[src/rtl/bmhq_pkg.sv]
`default_nettype none

package bmhq_pkg;

  // Capacity register
  localparam int unsigned CAP_W = 7;
  localparam logic [CAP_W-1:0] CAP_RESET = 7'd64;

  // Request codes; any other code behaves as a peek
  localparam logic [1:0] REQ_INSERT = 2'd0;
  localparam logic [1:0] REQ_REMOVE = 2'd1;
  localparam logic [1:0] REQ_PEEK   = 2'd2;

  // Result status codes
  localparam logic [1:0] STATUS_OK        = 2'd0;
  localparam logic [1:0] STATUS_OVERFLOW  = 2'd1;
  localparam logic [1:0] STATUS_UNDERFLOW = 2'd2;

  // Sequencer states
  typedef enum logic [2:0] {
    ST_IDLE,
    ST_UP_RD,
    ST_UP_CMP,
    ST_LAST,
    ST_DN_RDL,
    ST_DN_RDR,
    ST_DN_CMP,
    ST_FINISH
  } state_t;

endpackage

`default_nettype wire

[src/rtl/bmhq_ram.sv]
`default_nettype none

module bmhq_ram #(
  parameter int unsigned WIDTH = 32,
  parameter int unsigned DEPTH = 64
) (
  input  wire logic                     clk,
  input  wire logic                     we,
  input  wire logic [$clog2(DEPTH)-1:0] waddr,
  input  wire logic [WIDTH-1:0]         wdata,
  input  wire logic [$clog2(DEPTH)-1:0] raddr,
  output logic      [WIDTH-1:0]         rdata
);

  logic [WIDTH-1:0] mem [DEPTH];

  // Write one entry, read one entry with registered data
  always_ff @(posedge clk) begin
    if (we) begin
      mem[waddr] <= wdata;
    end
    rdata <= mem[raddr];
  end

endmodule

`default_nettype wire

[src/rtl/binary_min_heap_queue_top.sv]
`default_nettype none

// Binary min-heap priority queue of signed keys.
// Command channel: drive in_req_type and in_key with start; the item is
// taken at a clock edge where start is high and busy is low. Insert places
// a key, remove takes the minimum, peek (or the unused code) reports it.
// Result channel: out_valid is high for one cycle with out_value, out_status
// and out_count; the receiver cannot stall it and must take it then.
// Configuration: cfg_we with cfg_data writes the capacity limit; write it
// only while the block is idle. Reset sets the limit to 64 and empties the
// heap; no clearing pass is needed as only held entries are ever read.
// Sequence: peek, overflow, underflow and a remove that empties the heap
// go straight to the finishing step. An insert reads the parent and
// compares at each level it climbs, and settles at the root if it gets
// there; a remove takes the last entry as the key, then at each level
// reads the left and right children and compares, until the key settles.
// The rate is set by the store's single read port: each level of the sift
// needs one read (two for the children on the way down), each followed by
// a compare. busy stays high until the result is issued, and a new item
// may be taken in the cycle that out_valid is high.
module binary_min_heap_queue_top #(
  parameter int unsigned DEPTH     = 64,
  parameter int unsigned KEY_WIDTH = 32
) (
  input  wire logic                              clk,
  input  wire logic                              rst_n,
  input  wire logic                              start,
  output logic                                   busy,
  input  wire logic [1:0]                        in_req_type,
  input  wire logic signed [KEY_WIDTH-1:0]       in_key,
  output logic                                   out_valid,
  output logic signed [KEY_WIDTH-1:0]            out_value,
  output logic [1:0]                             out_status,
  output logic [$clog2(DEPTH):0]                 out_count,
  input  wire logic                              cfg_we,
  input  wire logic [bmhq_pkg::CAP_W-1:0]        cfg_data
);

  import bmhq_pkg::*;

  localparam int unsigned AW = $clog2(DEPTH);
  localparam int unsigned CW = AW + 1;
  localparam int unsigned MW = (CW > CAP_W) ? CW : CAP_W;
  localparam logic [MW-1:0] DEPTH_M = MW'(DEPTH);

  state_t state_r, state_nxt;

  logic [CAP_W-1:0]            cap_r;
  logic [CW-1:0]               count_r, count_nxt;
  logic [AW-1:0]               pos_r, pos_nxt;
  logic signed [KEY_WIDTH-1:0] k_r, k_nxt;
  logic signed [KEY_WIDTH-1:0] best_r, best_nxt;
  logic [AW-1:0]               sm_r, sm_nxt;
  logic                        moved_r, moved_nxt;
  logic                        r_ok_r, r_ok_nxt;
  logic signed [KEY_WIDTH-1:0] root_r;
  logic signed [KEY_WIDTH-1:0] rem_val_r, rem_val_nxt;
  logic                        take_rem_r, take_rem_nxt;
  logic [1:0]                  status_r, status_nxt;

  logic                        out_valid_r, out_valid_nxt;
  logic signed [KEY_WIDTH-1:0] out_value_r, out_value_nxt;
  logic [1:0]                  out_status_r, out_status_nxt;
  logic [CW-1:0]               out_count_r, out_count_nxt;

  logic                        we;
  logic [AW-1:0]               waddr;
  logic [KEY_WIDTH-1:0]        wdata;
  logic [AW-1:0]               raddr;
  logic [KEY_WIDTH-1:0]        rdata;
  logic signed [KEY_WIDTH-1:0] rdata_s;

  logic [AW-1:0] parent;
  logic [CW:0]   left_idx;
  logic [CW:0]   right_idx;
  logic          full;
  logic          accept;

  bmhq_ram #(
    .WIDTH (KEY_WIDTH),
    .DEPTH (DEPTH)
  ) u_store (
    .clk   (clk),
    .we    (we),
    .waddr (waddr),
    .wdata (wdata),
    .raddr (raddr),
    .rdata (rdata)
  );

  assign rdata_s   = $signed(rdata);
  assign parent    = (pos_r - AW'(1)) >> 1;
  assign left_idx  = {pos_r, 1'b1} + (CW+1)'(0);
  assign right_idx = {pos_r, 1'b1} + (CW+1)'(1);
  // Effective capacity is the limit saturated to the store depth
  assign full      = (MW'(count_r) >= MW'(cap_r)) || (MW'(count_r) >= DEPTH_M);
  assign accept    = start && (state_r == ST_IDLE);

  // Next state, store access and result
  always_comb begin
    state_nxt      = state_r;
    count_nxt      = count_r;
    pos_nxt        = pos_r;
    k_nxt          = k_r;
    best_nxt       = best_r;
    sm_nxt         = sm_r;
    moved_nxt      = moved_r;
    r_ok_nxt       = r_ok_r;
    rem_val_nxt    = rem_val_r;
    take_rem_nxt   = take_rem_r;
    status_nxt     = status_r;
    out_valid_nxt  = 1'b0;
    out_value_nxt  = out_value_r;
    out_status_nxt = out_status_r;
    out_count_nxt  = out_count_r;
    we             = 1'b0;
    waddr          = pos_r;
    wdata          = k_r;
    raddr          = pos_r;

    case (state_r)
      ST_IDLE: begin
        if (start) begin
          take_rem_nxt = 1'b0;
          status_nxt   = STATUS_OK;
          state_nxt    = ST_FINISH;
          if (in_req_type == REQ_INSERT) begin
            if (full) begin
              status_nxt = STATUS_OVERFLOW;
            end else begin
              k_nxt     = in_key;
              pos_nxt   = count_r[AW-1:0];
              count_nxt = count_r + CW'(1);
              state_nxt = ST_UP_RD;
            end
          end else if (in_req_type == REQ_REMOVE) begin
            if (count_r == '0) begin
              status_nxt = STATUS_UNDERFLOW;
            end else begin
              take_rem_nxt = 1'b1;
              rem_val_nxt  = root_r;
              count_nxt    = count_r - CW'(1);
              raddr        = count_nxt[AW-1:0];
              if (count_nxt != '0) begin
                state_nxt = ST_LAST;
              end
            end
          end else if (count_r == '0) begin
            status_nxt = STATUS_UNDERFLOW;
          end
        end
      end

      // Ask for the parent, or settle at the root
      ST_UP_RD: begin
        if (pos_r == '0) begin
          we        = 1'b1;
          state_nxt = ST_FINISH;
        end else begin
          raddr     = parent;
          state_nxt = ST_UP_CMP;
        end
      end

      // Stop below a parent that is not greater, else pull it down
      ST_UP_CMP: begin
        we = 1'b1;
        if (rdata_s <= k_r) begin
          state_nxt = ST_FINISH;
        end else begin
          wdata     = rdata;
          pos_nxt   = parent;
          state_nxt = ST_UP_RD;
        end
      end

      // Take the last element as the key to sink from the root
      ST_LAST: begin
        k_nxt     = rdata_s;
        pos_nxt   = '0;
        state_nxt = ST_DN_RDL;
      end

      // Ask for the left child, or settle when there is none
      ST_DN_RDL: begin
        if (left_idx >= (CW+1)'(count_r)) begin
          we        = 1'b1;
          state_nxt = ST_FINISH;
        end else begin
          raddr     = left_idx[AW-1:0];
          state_nxt = ST_DN_RDR;
        end
      end

      // Weigh the left child against the key and ask for the right one
      ST_DN_RDR: begin
        r_ok_nxt = right_idx < (CW+1)'(count_r);
        raddr    = right_idx[AW-1:0];
        if (rdata_s < k_r) begin
          best_nxt  = rdata_s;
          sm_nxt    = left_idx[AW-1:0];
          moved_nxt = 1'b1;
        end else begin
          best_nxt  = k_r;
          sm_nxt    = pos_r;
          moved_nxt = 1'b0;
        end
        state_nxt = ST_DN_CMP;
      end

      // Pick the smaller child; lift it into the hole or settle the key
      ST_DN_CMP: begin
        we = 1'b1;
        if (r_ok_r && (rdata_s < best_r)) begin
          wdata     = rdata;
          pos_nxt   = right_idx[AW-1:0];
          state_nxt = ST_DN_RDL;
        end else if (moved_r) begin
          wdata     = best_r;
          pos_nxt   = sm_r;
          state_nxt = ST_DN_RDL;
        end else begin
          state_nxt = ST_FINISH;
        end
      end

      // Issue the result
      ST_FINISH: begin
        out_valid_nxt  = 1'b1;
        out_status_nxt = status_r;
        out_count_nxt  = count_r;
        if (take_rem_r) begin
          out_value_nxt = rem_val_r;
        end else if (count_r == '0) begin
          out_value_nxt = '0;
        end else begin
          out_value_nxt = root_r;
        end
        state_nxt = ST_IDLE;
      end

      default: begin
        state_nxt = ST_IDLE;
      end
    endcase
  end

  // Control registers
  always_ff @(posedge clk) begin
    if (!rst_n) begin
      state_r     <= ST_IDLE;
      count_r     <= '0;
      cap_r       <= CAP_RESET;
      out_valid_r <= 1'b0;
    end else begin
      state_r     <= state_nxt;
      count_r     <= count_nxt;
      out_valid_r <= out_valid_nxt;
      if (cfg_we) begin
        cap_r <= cfg_data;
      end
    end
  end

  // Datapath registers; the root copy follows every write to entry zero
  always_ff @(posedge clk) begin
    pos_r        <= pos_nxt;
    k_r          <= k_nxt;
    best_r       <= best_nxt;
    sm_r         <= sm_nxt;
    moved_r      <= moved_nxt;
    r_ok_r       <= r_ok_nxt;
    rem_val_r    <= rem_val_nxt;
    take_rem_r   <= take_rem_nxt;
    status_r     <= status_nxt;
    out_value_r  <= out_value_nxt;
    out_status_r <= out_status_nxt;
    out_count_r  <= out_count_nxt;
    if (we && (waddr == '0)) begin
      root_r <= $signed(wdata);
    end
  end

  assign busy       = (state_r != ST_IDLE);
  assign out_valid  = out_valid_r;
  assign out_value  = out_value_r;
  assign out_status = out_status_r;
  assign out_count  = out_count_r;

  // A result leaves only from the finishing step, and the block is free then
  a_result_from_finish: assert property (@(posedge clk) disable iff (!rst_n)
    out_valid_r |-> ($past(state_r) == ST_FINISH) && (state_r == ST_IDLE))
    else $error("result issued outside the finishing step");

  // An accepted insert that fits grows the count by one
  a_insert_grows: assert property (@(posedge clk) disable iff (!rst_n)
    (accept && (in_req_type == REQ_INSERT) && !full)
      |=> (count_r == $past(count_r) + CW'(1)))
    else $error("insert did not grow the count");

  // Underflow reports an empty heap and a zero value
  a_underflow_empty: assert property (@(posedge clk) disable iff (!rst_n)
    (out_valid_r && (out_status_r == STATUS_UNDERFLOW))
      |-> (out_count_r == '0) && (out_value_r == '0))
    else $error("underflow with keys held");

  // The count never passes the store depth
  a_count_bound: assert property (@(posedge clk) disable iff (!rst_n)
    accept |=> (MW'(count_r) <= DEPTH_M))
    else $error("count beyond store depth");

endmodule

`default_nettype wire

[config.mk]
export PLATFORM = sky130hd
export DESIGN_NAME = binary_min_heap_queue_top
export DESIGN_NICKNAME = d
export VERILOG_FILES = /design/src/rtl/bmhq_pkg.sv /design/src/rtl/bmhq_ram.sv /design/src/rtl/binary_min_heap_queue_top.sv
export SDC_FILE = /design/constraint.sdc
export NUM_CORES = 2
export LEC_CHECK = 0
export ABC_AREA = 1
export BUFFER_PORTS_ARGS = -buffer_cell sky130_fd_sc_hd__clkbuf_2
export CAP_MARGIN = 25
export CORE_MARGIN = 2
export CORE_UTILIZATION = 45
export CTS_BUF_LIST = sky130_fd_sc_hd__clkbuf_4 sky130_fd_sc_hd__clkbuf_8
export CTS_CLUSTER_SIZE = 14
export DETAILED_ROUTE_END_ITERATION = 12
export SYNTH_ARGS = -nofsm -noshare
export SYNTH_HDL_FRONTEND = slang
export SYNTH_SLANG_ARGS = --single-unit
[constraint.sdc]
create_clock -name clk -period 5.3 [get_ports clk]
set_input_delay 0.265 -clock clk [delete_from_list [all_inputs] [get_ports clk]]
set_output_delay 0.265 -clock clk [all_outputs]
set_load 0.02 [all_outputs]
==> run metrics <==
Core Box Area=224000 sq um; total of flip-flops plus latches after synthesis=2284; critical path arrival=5.89 ns; origin of the worst min-delay path=in_key[2]; total via count in the routed design=72900; sinks on the clock net=2284; source of the worst register-to-register timing path=pos_r[0]$_DFFE_PP_; synthesized netlist cell count=9328; layout-stage area growth over the synthesis result=13.7%; max-cap violations=0; number of nets in the final layout=9680; run status=completed; cell chosen for the clock root=clkbuf_8; number of setup buffers added after CTS=0; pin count of the biggest net entering global routing=175; Mean Syn Cell Area=10.9 sq um; first drt pass iteration count=8; Synth Cell Area=101000 sq um; post-detailed-routing wire length=318000 um; number of buffer cells added on primary ports=87; number of buffers inserted during clock tree synthesis=400; sequential element share of the synthesized area=67.2%; f_max=203 MHz; Relative slew margins=23.0%; detailed-route DRC error count=0; Ports=88; top-area cell type share of the netlist area=66.2%; register cell area after layout=68100 sq um; setup repair after global routing missed its margin=false; type of the worst setup path=flop to flop; Min Clock Period, post-route=4.92 ns; biggest area consumer among synthesized cells=edfxtp_1; Hold Violations, Final=0; final worst clock skew=0.110 ns; initial antenna violation count=20; sort of element at the start of the critical path=flop; Tot GR Track Use=27.2%; mean routed wirelength per cell=24.8 um; maximum net fanout on the critical path=59; unique cell type count in the Yosys netlist=46; Syn Nets=9461; Pins Over Slew Limit=0; category of the worst setup path capture point=flop; x dimension of the die=479 um; clock slew at reported path FFs=0.07 ns; overall die area=229000 sq um; Total Negative Setup Slacks=0 ns; Die Y-Extent=479 um; vias per cell=5.68; most frequently used flop master after synthesis=edfxtp_1; setup violators final=0; number of gates resized after cts=0; number of global-route vias before repair=69200; Hold Crit Class=input port to flop; global placer's final weighted congestion=0.904; share of the clock period used by the worst path=92.9%; total gr overflow=0; Worst-Skew Late Latency=1.13 ns; number of warnings issued by yosys=0; CTS tree=yes; total half-perimeter wirelength after legalization and detailed placement=173000 um; worst path required time=6.26 ns; ratio of cells with drive above 1 in the final layout=11.2%; main area contributors after synthesis=edfxtp_1, nand3_1, nand2_1; start point of the critical path=pos_r[0]$_DFFE_PP_; slew at the pin closest to its max-slew limit=1.16 ns; initial cell density of the core=45.2%; total area of multi-input combinational cells=28100 sq um; DRC marker count from the first detailed-route iteration=9562; wire length of the first global-routing pass=465000 um; share of flip-flops with an asynchronous set or reset after synthesis=0%; number of enable-type register cells in the synthesized netlist=2234; number of antenna-violating nets in the routed design=0; std cell rows=174; maximum clock insertion buffer count=4; CTS H-Tree Depth=5; number of fill cells=19500
-- layout make-up --
type / count / share of cell area [%]
Tap cell: 2992 / 3.25
Antenna cell: 6 / 0.0130
Multi-Input combinational cell: 5595 / 24.4
Sequential cell: 2284 / 59.1
Inverter: 821 / 2.69
Timing Repair Buffer: 445 / 4.06
Clock buffer: 553 / 5.88
Clock inverter: 148 / 0.671
-- cell usage after synthesis, types with 11 or more instances --
| library cell | n |
|---|---|
| nand2_1 | 2332 |
| edfxtp_1 | 2234 |
| nand3_1 | 2151 |
| inv_1 | 808 |
| nand3b_1 | 514 |
| buf_2 | 291 |
| clkbuf_1 | 251 |
| o21ai_0 | 183 |
| nor2_1 | 121 |
| ha_1 | 88 |
| a21oi_1 | 73 |
| dfxtp_1 | 50 |
| buf_6 | 38 |
| buf_1 | 35 |
| nand4_1 | 33 |
| o22ai_1 | 17 |
| nor3_1 | 16 |
| buf_4 | 13 |
| inv_2 | 11 |
-- placed cells by master, fill, tap and decap left out, drive strengths merged --
cell type    instances
o211ai               6
o21bai               1
a211oi               1
nand3             2155
o31ai                1
clkinvlp             1
o21ai              185
o2111ai              1
dlygate4sd3         92
a21oi               75
a2111oi              1
nand4               33
buf                266
nor3b                2
nor2               129
edfxtp            2234
o22ai               17
diode                6
and2                 1
bufinv               5
a21boi               1
inv                825
nand2             2340
nand3b             514
xnor2                2
clkinv             138
nor3                16
ha                  88
a31oi                4
o221ai               2
nor4                 1
clkbuf             640
o21a                 5
dfxtp               50
xor2                 9
and3                 3
or2                  2
-- layer usage --
layer / track usage, % / vias to the layer above / routed length (um)
met3: 4.99 / 656 / 30800
li1: - / 32800 / -
met5: 0 / - / 49
met2: 41.6 / 3899 / 143000
met4: 12.5 / 6 / 14900
met1: 37.8 / 35500 / 129000
-- registers in the layout (all words and copies together) (netlist names), 2 cells and up --
name,count
u_store.mem,2048
pos_r,6
out_status,2
out_count,7
state_r,3
status_r,2
cap_r,7
rem_val_r,32
sm_r,6
u_store.rdata,32
best_r,32
k_r,32
out_value,32
count_r,7
root_r,32
-- per-stage QoR --
step / utilization (%) / std cells / hold slack (ns) / cell area [sq um] / worst slack (ns)
after floorplan: - / 9328 / 0.376 / 101000 / 0.0167
after global placement: 47.4 / 12000 / 0.403 / 106000 / 0.592
after detailed placement: 47.5 / 12000 / 0.408 / 107000 / 0.556
after CTS: 51.3 / 12800 / 0.00308 / 115000 / 0.499
after global routing: 51.4 / 12800 / 0.0766 / 115000 / 0.292
final: 51.4 / 12800 / 0.107 / 115000 / 0.378
-- path summary, 6_finish.rpt --
kind / endpoint / slack, ns / depth (start not counted)
min reg2reg: out_status[1]$_DFFE_PP_ / 0.42 / 0
max: u_store.rdata[12]$_DFF_P_ / 0.38 / 16
max reg2reg: u_store.rdata[12]$_DFF_P_ / 0.38 / 16
min: k_r[2]$_DFFE_PP_ / 0.11 / 4
-- cells by family after synthesis --
logic type / synth area share, %
flops: 67.2
buf+inv: 6.06
simple gates: 24.0
xor+xnor: 0.0951
fa+ha+maj: 1.09
compound gates: 1.57
-- worst max-delay path, stage by stage (launching register included) --
cell	delay, ns
edfxtp_1	0.60
inv_1	0.25
buf_4	0.26
ha_1	0.23
xnor2_1	0.30
nand2_1	0.09
nand3_1	0.14
and2_1	0.14
nand3_1	0.17
nand2_8	0.52
buf_4	0.49
nand3_1	0.13
nand3_1	0.10
nand3_1	0.15
nand3_1	0.39
nand3_1	0.28
nand2_1	0.33
-- what timing repair did --
action | CTS | global route
hold endpoints to repair | 88 | 0
endpoints found under the setup margin | 0 | 0
hold buffers | 92 | 0
Power is not shown: default switching activity piles up to over one toggle a cycle in this logic, so the estimate is an artifact.
